<file path="src/hdl/sliding_window_latency_percentiles_top_assert.svh">
// assertion macros for the sliding-window latency percentile block
// used by sliding_window_latency_percentiles_top; needs nothing else
`ifndef SLIDING_WINDOW_LATENCY_PERCENTILES_TOP_ASSERT_SVH
`define SLIDING_WINDOW_LATENCY_PERCENTILES_TOP_ASSERT_SVH

// same-cycle implication
`define SWLP_ASSERT_NOW(lbl, clk_s, rst_s, ante, cons, msg) \
    lbl: assert property (@(posedge clk_s) disable iff (!rst_s) (ante) |-> (cons)) \
        else $error(msg);

// next-cycle implication
`define SWLP_ASSERT_NEXT(lbl, clk_s, rst_s, ante, cons, msg) \
    lbl: assert property (@(posedge clk_s) disable iff (!rst_s) (ante) |=> (cons)) \
        else $error(msg);

`endif

</file>
<file path="src/hdl/swlp_pkg.sv">
// shared types and constants of the sliding-window latency percentile block
// no dependencies
`timescale 1ns / 1ps
`default_nettype none
package swlp_pkg;

    localparam int WINDOW_DEF  = 1000;
    localparam int MIN_SAMPLES = 100;
    localparam int SAMPLE_W    = 16;
    localparam int BIT_IDX_W   = 4;
    localparam int N_THR       = 5;
    localparam int PASS_W      = 5;
    localparam int FINAL_PASS  = 16;
    localparam int SCALE_W     = 7;
    localparam int IDX_W       = 3;
    localparam int LAST_RES    = 4;

    typedef enum logic {
        MODE_RECORD = 1'b0,
        MODE_QUERY  = 1'b1
    } mode_t;

    typedef enum logic [2:0] {
        S_IDLE,
        S_SCAN,
        S_MUL,
        S_LOAD,
        S_DIV,
        S_OUT
    } state_t;

    typedef struct packed {
        logic busy;
        logic done;
    } div_stat_t;

    // scale factor of each mean-style result
    function automatic logic [SCALE_W-1:0] scale_f(input logic [IDX_W-1:0] j);
        logic [SCALE_W-1:0] s;
        begin
            case (j)
                3'd0:    s = 7'd100;
                3'd1:    s = 7'd20;
                3'd2:    s = 7'd10;
                3'd3:    s = 7'd2;
                default: s = 7'd1;
            endcase
            return s;
        end
    endfunction

endpackage
`default_nettype wire

</file>
<file path="src/hdl/swlp_div.sv">
// restoring divider, one quotient bit per cycle
// depends on swlp_pkg
`timescale 1ns / 1ps
`default_nettype none
module swlp_div #(
    parameter int DVD_W = 36,
    parameter int DSR_W = 10
) (
    input  wire logic               clk,
    input  wire logic               rst_n,
    input  wire logic               start,
    input  wire logic [DVD_W-1:0]   dividend,
    input  wire logic [DSR_W-1:0]   divisor,
    output logic      [DVD_W-1:0]   quotient,
    output swlp_pkg::div_stat_t     stat
);
    localparam int STEP_W = $clog2(DVD_W + 1);

    logic [DVD_W-1:0]  quo_reg;
    logic [DSR_W:0]    rem_reg;
    logic [DSR_W-1:0]  dsr_reg;
    logic [STEP_W-1:0] step_reg;
    logic              busy_reg;
    logic              done_reg;
    logic [DSR_W:0]    shifted;
    logic              fits;

    // trial subtraction
    always_comb
    begin
        shifted = {rem_reg[DSR_W-1:0], quo_reg[DVD_W-1]};
        fits    = (shifted >= {1'b0, dsr_reg});
    end

    // control
    always_ff @(posedge clk or negedge rst_n)
    begin
        if (!rst_n)
        begin
            busy_reg <= 1'b0;
            done_reg <= 1'b0;
            step_reg <= '0;
        end
        else
        begin
            done_reg <= 1'b0;
            if (start)
            begin
                busy_reg <= 1'b1;
                step_reg <= '0;
            end
            else if (busy_reg)
            begin
                step_reg <= step_reg + 1'b1;
                if (step_reg == STEP_W'(DVD_W - 1))
                begin
                    busy_reg <= 1'b0;
                    done_reg <= 1'b1;
                end
            end
        end
    end

    // datapath
    always_ff @(posedge clk)
    begin
        if (start)
        begin
            quo_reg <= dividend;
            rem_reg <= '0;
            dsr_reg <= divisor;
        end
        else if (busy_reg)
        begin
            quo_reg <= {quo_reg[DVD_W-2:0], fits};
            rem_reg <= fits ? (shifted - {1'b0, dsr_reg}) : shifted;
        end
    end

    assign quotient  = quo_reg;
    assign stat.busy = busy_reg;
    assign stat.done = done_reg;
endmodule
`default_nettype wire

</file>
<file path="config.mk">
export PLATFORM = sky130hd
export DESIGN_NAME = swlp_div
export DESIGN_NICKNAME = d
export VERILOG_FILES = /design/src/hdl/sliding_window_latency_percentiles_top_assert.svh /design/src/hdl/swlp_pkg.sv /design/src/hdl/swlp_div.sv
export SDC_FILE = /design/constraint.sdc
export NUM_CORES = 1
export LEC_CHECK = 0
export CAP_MARGIN = 0
export CORE_AREA = 2 2 71 123
export DETAILED_ROUTE_END_ITERATION = 10
export DIE_AREA = 0 0 73 125
export DONT_BUFFER_PORTS = 1
export GPL_TIMING_DRIVEN = 0
export PLACE_DENSITY = 0.58
export SYNTH_ARGS = -nofsm -noshare
export SYNTH_HDL_FRONTEND = slang
export SYNTH_SLANG_ARGS = --single-unit
export TNS_END_PERCENT = 1
</file>
<file path="constraint.sdc">
create_clock -name clk -period 2.7 [get_ports clk]
set_clock_uncertainty 0.2 [all_clocks]
set_input_delay 0.27 -clock clk [delete_from_list [all_inputs] [get_ports clk]]
set_output_delay 0.27 -clock clk [all_outputs]
set_load 0.05 [all_outputs]
</file>
==> results.txt, run 1 <==
CP Capture Type: flip-flop
Vert. Die Dim: 125 um
CTS tree: built
Synth area leaders: edfxtp_1 44%, mux2_2 13%, dfrtp_1 6.3%
endpoints failing hold: 0
drt total wl: 6830 um
TNS Setup: 0 ns
Worst slew margin: 0.634
core box area: 0.00820 sq mm
Critical Path RT: 2.67 ns
sequential element share of the synthesized area: 0.562
Syn Inst Count: 247
antenna cells: 0
Post-DRT Antenna Nets: 0
gpl congestion: 0.775
maximum clock frequency: 388 MHz
Mapped Nets: 308
measured slew at the worst slew-check pin: 0.550 ns
drt wl/cell: 16.9 um
cell taking the most area after synthesis: edfxtp_1
DP Area: 0.00329 sq mm
CTS Root Cell: clkbuf_16
status: complete, no violations
Detailed Place HPWL: 4760 um
leakage power: 1.61 nW
post-route design area: 0.00410 sq mm
Max-Cap Viols: 0
Via Count: 2150
DR vias/cell: 5.31
clock sink total: 64
most frequent cell after synthesis: edfxtp_1
Worst-Skew Late Latency: 0.32 ns
Crit Path Max Fanout: 3
Hold Crit Class: input port to asynchronous set/reset pin
Post-synth EDFFs: 46
die area: 0.00913 sq mm
Synth cell types: 52
maximum vdd drop: 0.456 mV
largest net degree at the start of global routing: 37
Worst R2R Path Depth: 8
Die W: 73 um
R2R Path End: rem_reg[6]
# IOs: 87
Post-Place Setup Slack: -0.0598 ns
Setup crit start kind: flip-flop
Tmin final: 2.58 ns
Arr. time, crit path: 2.55 ns
drt pass-1 iters: 4
PD cells: 896 mW/mm^2
setup slack, reg-to-reg: 0.12 ns
number of CTS-inserted buffers: 9
area grow syn2layout: 29.3%
commonest cells in the netlist: 46 x edfxtp_1, 36 x mux2_2, 22 x nor2_1
Slew Viols, Final: 0
Yosys top cell area share: 0.436
antenna violations before repair: 0
Seq cells post-synth: 64
final core utilization: 0.500
vias in the first global route: 2282
Layout Nets: 369
Site Rows: 44
max FFs per register: 36
Avg Inst Size Synth: 12.8 sq um
Tcrit/Tclk final: 0.954
final setup margin: 0.124 ns
Reg2Reg Launch Point: quotient[35]
# DRC: 0
Iter 0 DRT Violations: 95
final global-route overflow total: 0
All-Layer GR Usage: 0.160
dominant synthesized flop cell: edfxtp_1
Worst-path clk slew: 0.05 ns
H-tree depth: 3
share of cells above drive strength 1: 0.227
PortBufs: 0
global-route wire length before repair: 11100 um
yosys warns: 0
setup violators final: 0
synthesized cell area: 0.00317 sq mm
Initial Util: 0.387
Critical Setup Path Class: flip-flop to flip-flop
Post-synth ARST share: 0.125
clock buffer depth: 2
==> kinds of logic after synthesis <==
group,share of synthesized area
flops,0.562
simple gates,0.0813
compound gates,0.108
mux,0.134
buf+inv,0.0398
fa+ha+maj,0.0497
xor+xnor,0.0249
==> layer usage <==
layer | wire length [um] | GRT usage | up-vias
met3 | 455 | 0.0500 | 9
met4 | 133 | 0.0730 | 0
met5 | 0 | 0 | -
met2 | 3750 | 0.279 | 73
li1 | - | - | 1044
met1 | 2490 | 0.171 | 1024
==> cell usage in the layout (no fill, tap or decap), types with 2 or more instances in the layout <==
cell,n
o21ai_0,5
or2_1,2
xor2_1,6
edfxtp_1,46
a21o_1,2
nand4_1,3
clkbuf_1,9
nand2_1,8
dlygate4sd3_1,48
clkinvlp_4,2
a311oi_2,2
nor4_1,3
nand2b_1,2
a31oi_1,4
o21ai_1,2
xnor2_1,3
ha_1,10
nor2_1,22
clkbuf_16,9
buf_4,4
a21oi_1,4
o21bai_1,4
clkinv_2,2
nor3_1,4
o221ai_1,2
dfrtp_1,8
dfxtp_1,10
o41ai_1,3
inv_1,13
mux2_2,36
mux2i_1,2
==> critical path, stage by stage, from the launching register on <==
cell      delay [ns]
edfxtp_1        0.69
inv_1           0.10
ha_2            0.23
fa_1            0.39
nand2b_1        0.19
a21oi_2         0.19
o22ai_1         0.12
xor2_1          0.18
a31oi_1         0.12
==> worst max path at each step <==
| stage | from | endpoint | depth (start not counted) |
|---|---|---|---|
| floorplan | quotient[35] | rem_reg[1] | 8 |
| global placement | quotient[35] | rem_reg[6] | 8 |
| detailed placement | quotient[35] | rem_reg[6] | 8 |
| CTS | quotient[35] | rem_reg[6] | 8 |
| global route | quotient[35] | rem_reg[6] | 8 |
| finish | quotient[35] | rem_reg[6] | 8 |
==> report_power, final <==
| part | internal, mW | total (mW) | switching, mW |
|---|---|---|---|
| clock | 0.709 | 1.11 | 0.403 |
| sequential | 1.22 | 1.59 | 0.366 |
| combinational | 0.470 | 0.973 | 0.503 |
| total | 2.40 | 3.67 | 1.27 |
==> what timing repair did <==
action                     4_1_cts  5_1_grt
hold endpoints to repair        64        0
setup endpoints to repair        1       20
gates resized for setup          1        5
hold buffers                    48        0
pin swaps                        0        1
setup buffers                    0        1
==> cell type report <==
type,count,area [sq um]
repair buffers,50,503
flip-flops and latches,64,1780
fillers,720,4100
inverters,14,56.3
well taps,92,115
clock buffers,10,229
plain buffers,14,76.3
multi-input cells,155,1280
clock inverters,6,60.1
==> per-stage QoR <==
| stage | std cells | power [mW] | hold WS, ns |
|---|---|---|---|
| after global placement | 339 | 2.48 | -0.225 |
| after CTS | 403 | 3.69 | 0.0985 |
| after floorplan | 247 | 2.27 | -0.226 |
| after global routing | 405 | 3.86 | 0.121 |
| after detailed placement | 339 | 2.49 | -0.225 |
| final | 405 | 3.67 | 0.0927 |
(Power assumes the default switching activity.)
==> run 2, diff against run 1 <==
--- a/config.mk
+++ b/config.mk
@@ -5,13 +5,15 @@
 export SDC_FILE = /design/constraint.sdc
 export NUM_CORES = 1
 export LEC_CHECK = 0
+export ABC_AREA = 1
 export CAP_MARGIN = 0
-export CORE_AREA = 2 2 71 123
+export CORE_AREA = 2 2 82 144
+export CTS_BUF_LIST = sky130_fd_sc_hd__clkbuf_16
 export DETAILED_ROUTE_END_ITERATION = 10
-export DIE_AREA = 0 0 73 125
+export DIE_AREA = 0 0 84 146
 export DONT_BUFFER_PORTS = 1
 export GPL_TIMING_DRIVEN = 0
-export PLACE_DENSITY = 0.58
+export PLACE_DENSITY = 0.48
 export SYNTH_ARGS = -nofsm -noshare
 export SYNTH_HDL_FRONTEND = slang
 export SYNTH_SLANG_ARGS = --single-unit
==> run 2 against run 1 <==
  * Sequential power shrank 5%
  * Largest cell class unchanged
  * First-iteration DRC count grew 1.1%
  * Critical path depth increased by 3
  * Combinational power is 14% higher
  * Flip-flop and latch count unchanged
  * Via count grew 23%
  * Worst hold slack got worse by 0.082 ns
  * Non-clock buffer count decreased by 3
  * Design area is 2.7% higher
  * Largest power group unchanged
==> results.txt, run 2 <==
DP Area: 0.00344 sq mm
Vert. Die Dim: 146 um
most frequent cells in the layout: 173 x nand2_1, 48 x dlygate4sd3_1, 46 x edfxtp_1, 41 x inv_1, 21 x nand3_1
leakage power: 2.01 nW
All-Layer GR Usage: 0.134
Arr. time, crit path: 2.54 ns
measured slew at the worst slew-check pin: 0.883 ns
maximum vdd drop: 0.431 mV
Tcrit/Tclk final: 0.932
maximum clock frequency: 397 MHz
core box area: 0.0110 sq mm
final core utilization: 0.382
most frequent cell after synthesis: nand2_1
final global-route overflow total: 0
Hold Crit Class: input port to flip-flop
most common cell after layout, fill and taps aside: nand2_1
PD cells: 888 mW/mm^2
CTS tree: built
Initial Util: 0.297
status: complete, no violations
commonest cells in the netlist: 173 x nand2_1, 46 x edfxtp_1, 41 x inv_1
Via Count: 2648
final setup margin: 0.184 ns
Worst-Skew Late Latency: 0.33 ns
cell taking the most area after synthesis: edfxtp_1
Post-synth EDFFs: 46
global-route wire length before repair: 13100 um
Critical Path RT: 2.72 ns
Die W: 84 um
post-route non-filler standard cell count: 579
gpl congestion: 0.798
CTS Root Cell: clkbuf_16
Post-synth ARST share: 0.125
Max-Cap Viols: 0
Setup crit start kind: flip-flop
H-tree depth: 3
# DRC: 0
area grow syn2layout: 28.7%
max FFs per register: 36
TNS Setup: 0 ns
yosys warns: 0
Detailed Place HPWL: 5860 um
Critical Setup Path Class: flip-flop to flip-flop
Tmin final: 2.52 ns
Synth area leaders: edfxtp_1 42%, nand2_1 20%, dfrtp_1 6.1%
Post-DRT Antenna Nets: 0
setup violators final: 0
CP Capture Type: flip-flop
Layout Nets: 503
vias in the first global route: 2728
Avg Inst Size Synth: 8.55 sq um
Syn Inst Count: 383
overall power: 3.74 mW
Seq cells post-synth: 64
PortBufs: 0
antenna cells: 0
dominant synthesized flop cell: edfxtp_1
Crit Path Max Fanout: 3
share of cells above drive strength 1: 0.0761
# IOs: 87
sequential element share of the synthesized area: 0.544
Synth cell types: 32
Mapped Nets: 444
WHS: 0.0111 ns
setup slack, reg-to-reg: 0.18 ns
Setup Fix Bufs, Post-CTS: 0
number of CTS-inserted buffers: 9
antenna violations before repair: 0
largest net degree at the start of global routing: 43
dpl cells: 515
drt pass-1 iters: 4
fill count: 1106
Post-Place Setup Slack: 0.104 ns
synthesized cell area: 0.00327 sq mm
clock buffer depth: 2
RSZ-0062 raised after global routing: false
Worst-path clk slew: 0.06 ns
Worst slew margin: 0.411
clock sink total: 64
Yosys top cell area share: 0.422
drt wl/cell: 13.8 um
endpoints failing hold: 0
Iter 0 DRT Violations: 96
post-route design area: 0.00421 sq mm
die area: 0.0123 sq mm
DR vias/cell: 4.57
Site Rows: 51
Slew Viols, Final: 0
drt total wl: 7990 um
[run 2: cell types whose count changed in the layout (fill, tap and decap cells not counted), moves of 4 or more]
cell / delta
nand2_1: +165
mux2_2: -36
inv_1: +28
nand3_1: +20
nor2_1: -7
clkbuf_1: -5
nand2_2: +5
nand3b_1: +5
xor2_1: -5
o21bai_1: -4
[run 2: worst max-delay path, cell delays in order (launching register included)]
cell,delay (ns)
edfxtp_1,0.68
inv_1,0.15
ha_1,0.26
fa_1,0.42
o21ai_2,0.24
nand2_1,0.10
nand2_1,0.07
nand2_1,0.04
nand2_1,0.07
nand2_1,0.06
nand3_1,0.07
nand2_1,0.05
[run 2: final cells by class]
type | count | area, sq um | share of cell area
Inverter | 42 | 158 | 0.0374
Multi-Input combinational cell | 264 | 1260 | 0.298
Sequential cell | 64 | 1780 | 0.423
Timing Repair Buffer | 48 | 480 | 0.114
Clock buffer | 9 | 225 | 0.0535
Buffer | 13 | 82.6 | 0.0196
Clock inverter | 7 | 63.8 | 0.0151
Tap cell | 132 | 165 | 0.0392
[run 2: logic make-up (layout without fill, tap and decap cells)]
family,count (synthesis),count (layout),share of synthesized area
simple gates,229,229,0.290
fa+ha+maj,12,12,0.0481
flops,64,64,0.544
compound gates,20,20,0.0363
buf+inv,55,119,0.0734
xor+xnor,3,3,0.00803
[run 2: path summary, 6_finish.rpt]
check / startpoint / endpoint / cells after the start
max: quotient[35] / rem_reg[8] / 11
max in group asynchronous: rst_n / step_reg[2] / 1
max reg2reg: quotient[35] / rem_reg[8] / 11
min reg2reg: rem_reg[7] / rem_reg[7] / 2
min in group asynchronous: rst_n / busy_reg / 1
min: start / rem_reg[7] / 3
[run 2: metal layers]
layer | vias up | share of wire | GRT usage
met4 | 0 | 0.015 | 0.0532
met2 | 88 | 0.57 | 0.256
met1 | 1215 | 0.36 | 0.134
li1 | 1338 | - | -
met3 | 7 | 0.058 | 0.0340
met5 | - | 0 | 0
[run 2: power by group]
| part | switching (mW) | internal (mW) | leakage, nW |
|---|---|---|---|
| clock | 0.416 | 0.705 | 0.142 |
| combinational | 0.653 | 0.459 | 1.19 |
| sequential | 0.293 | 1.21 | 0.681 |
[run 2: what timing repair did]
item                       4_1_cts  5_1_grt
gates resized for setup          0        1
hold buffers                    48        0
setup endpoints to repair        0        2
hold endpoints to repair        64        0
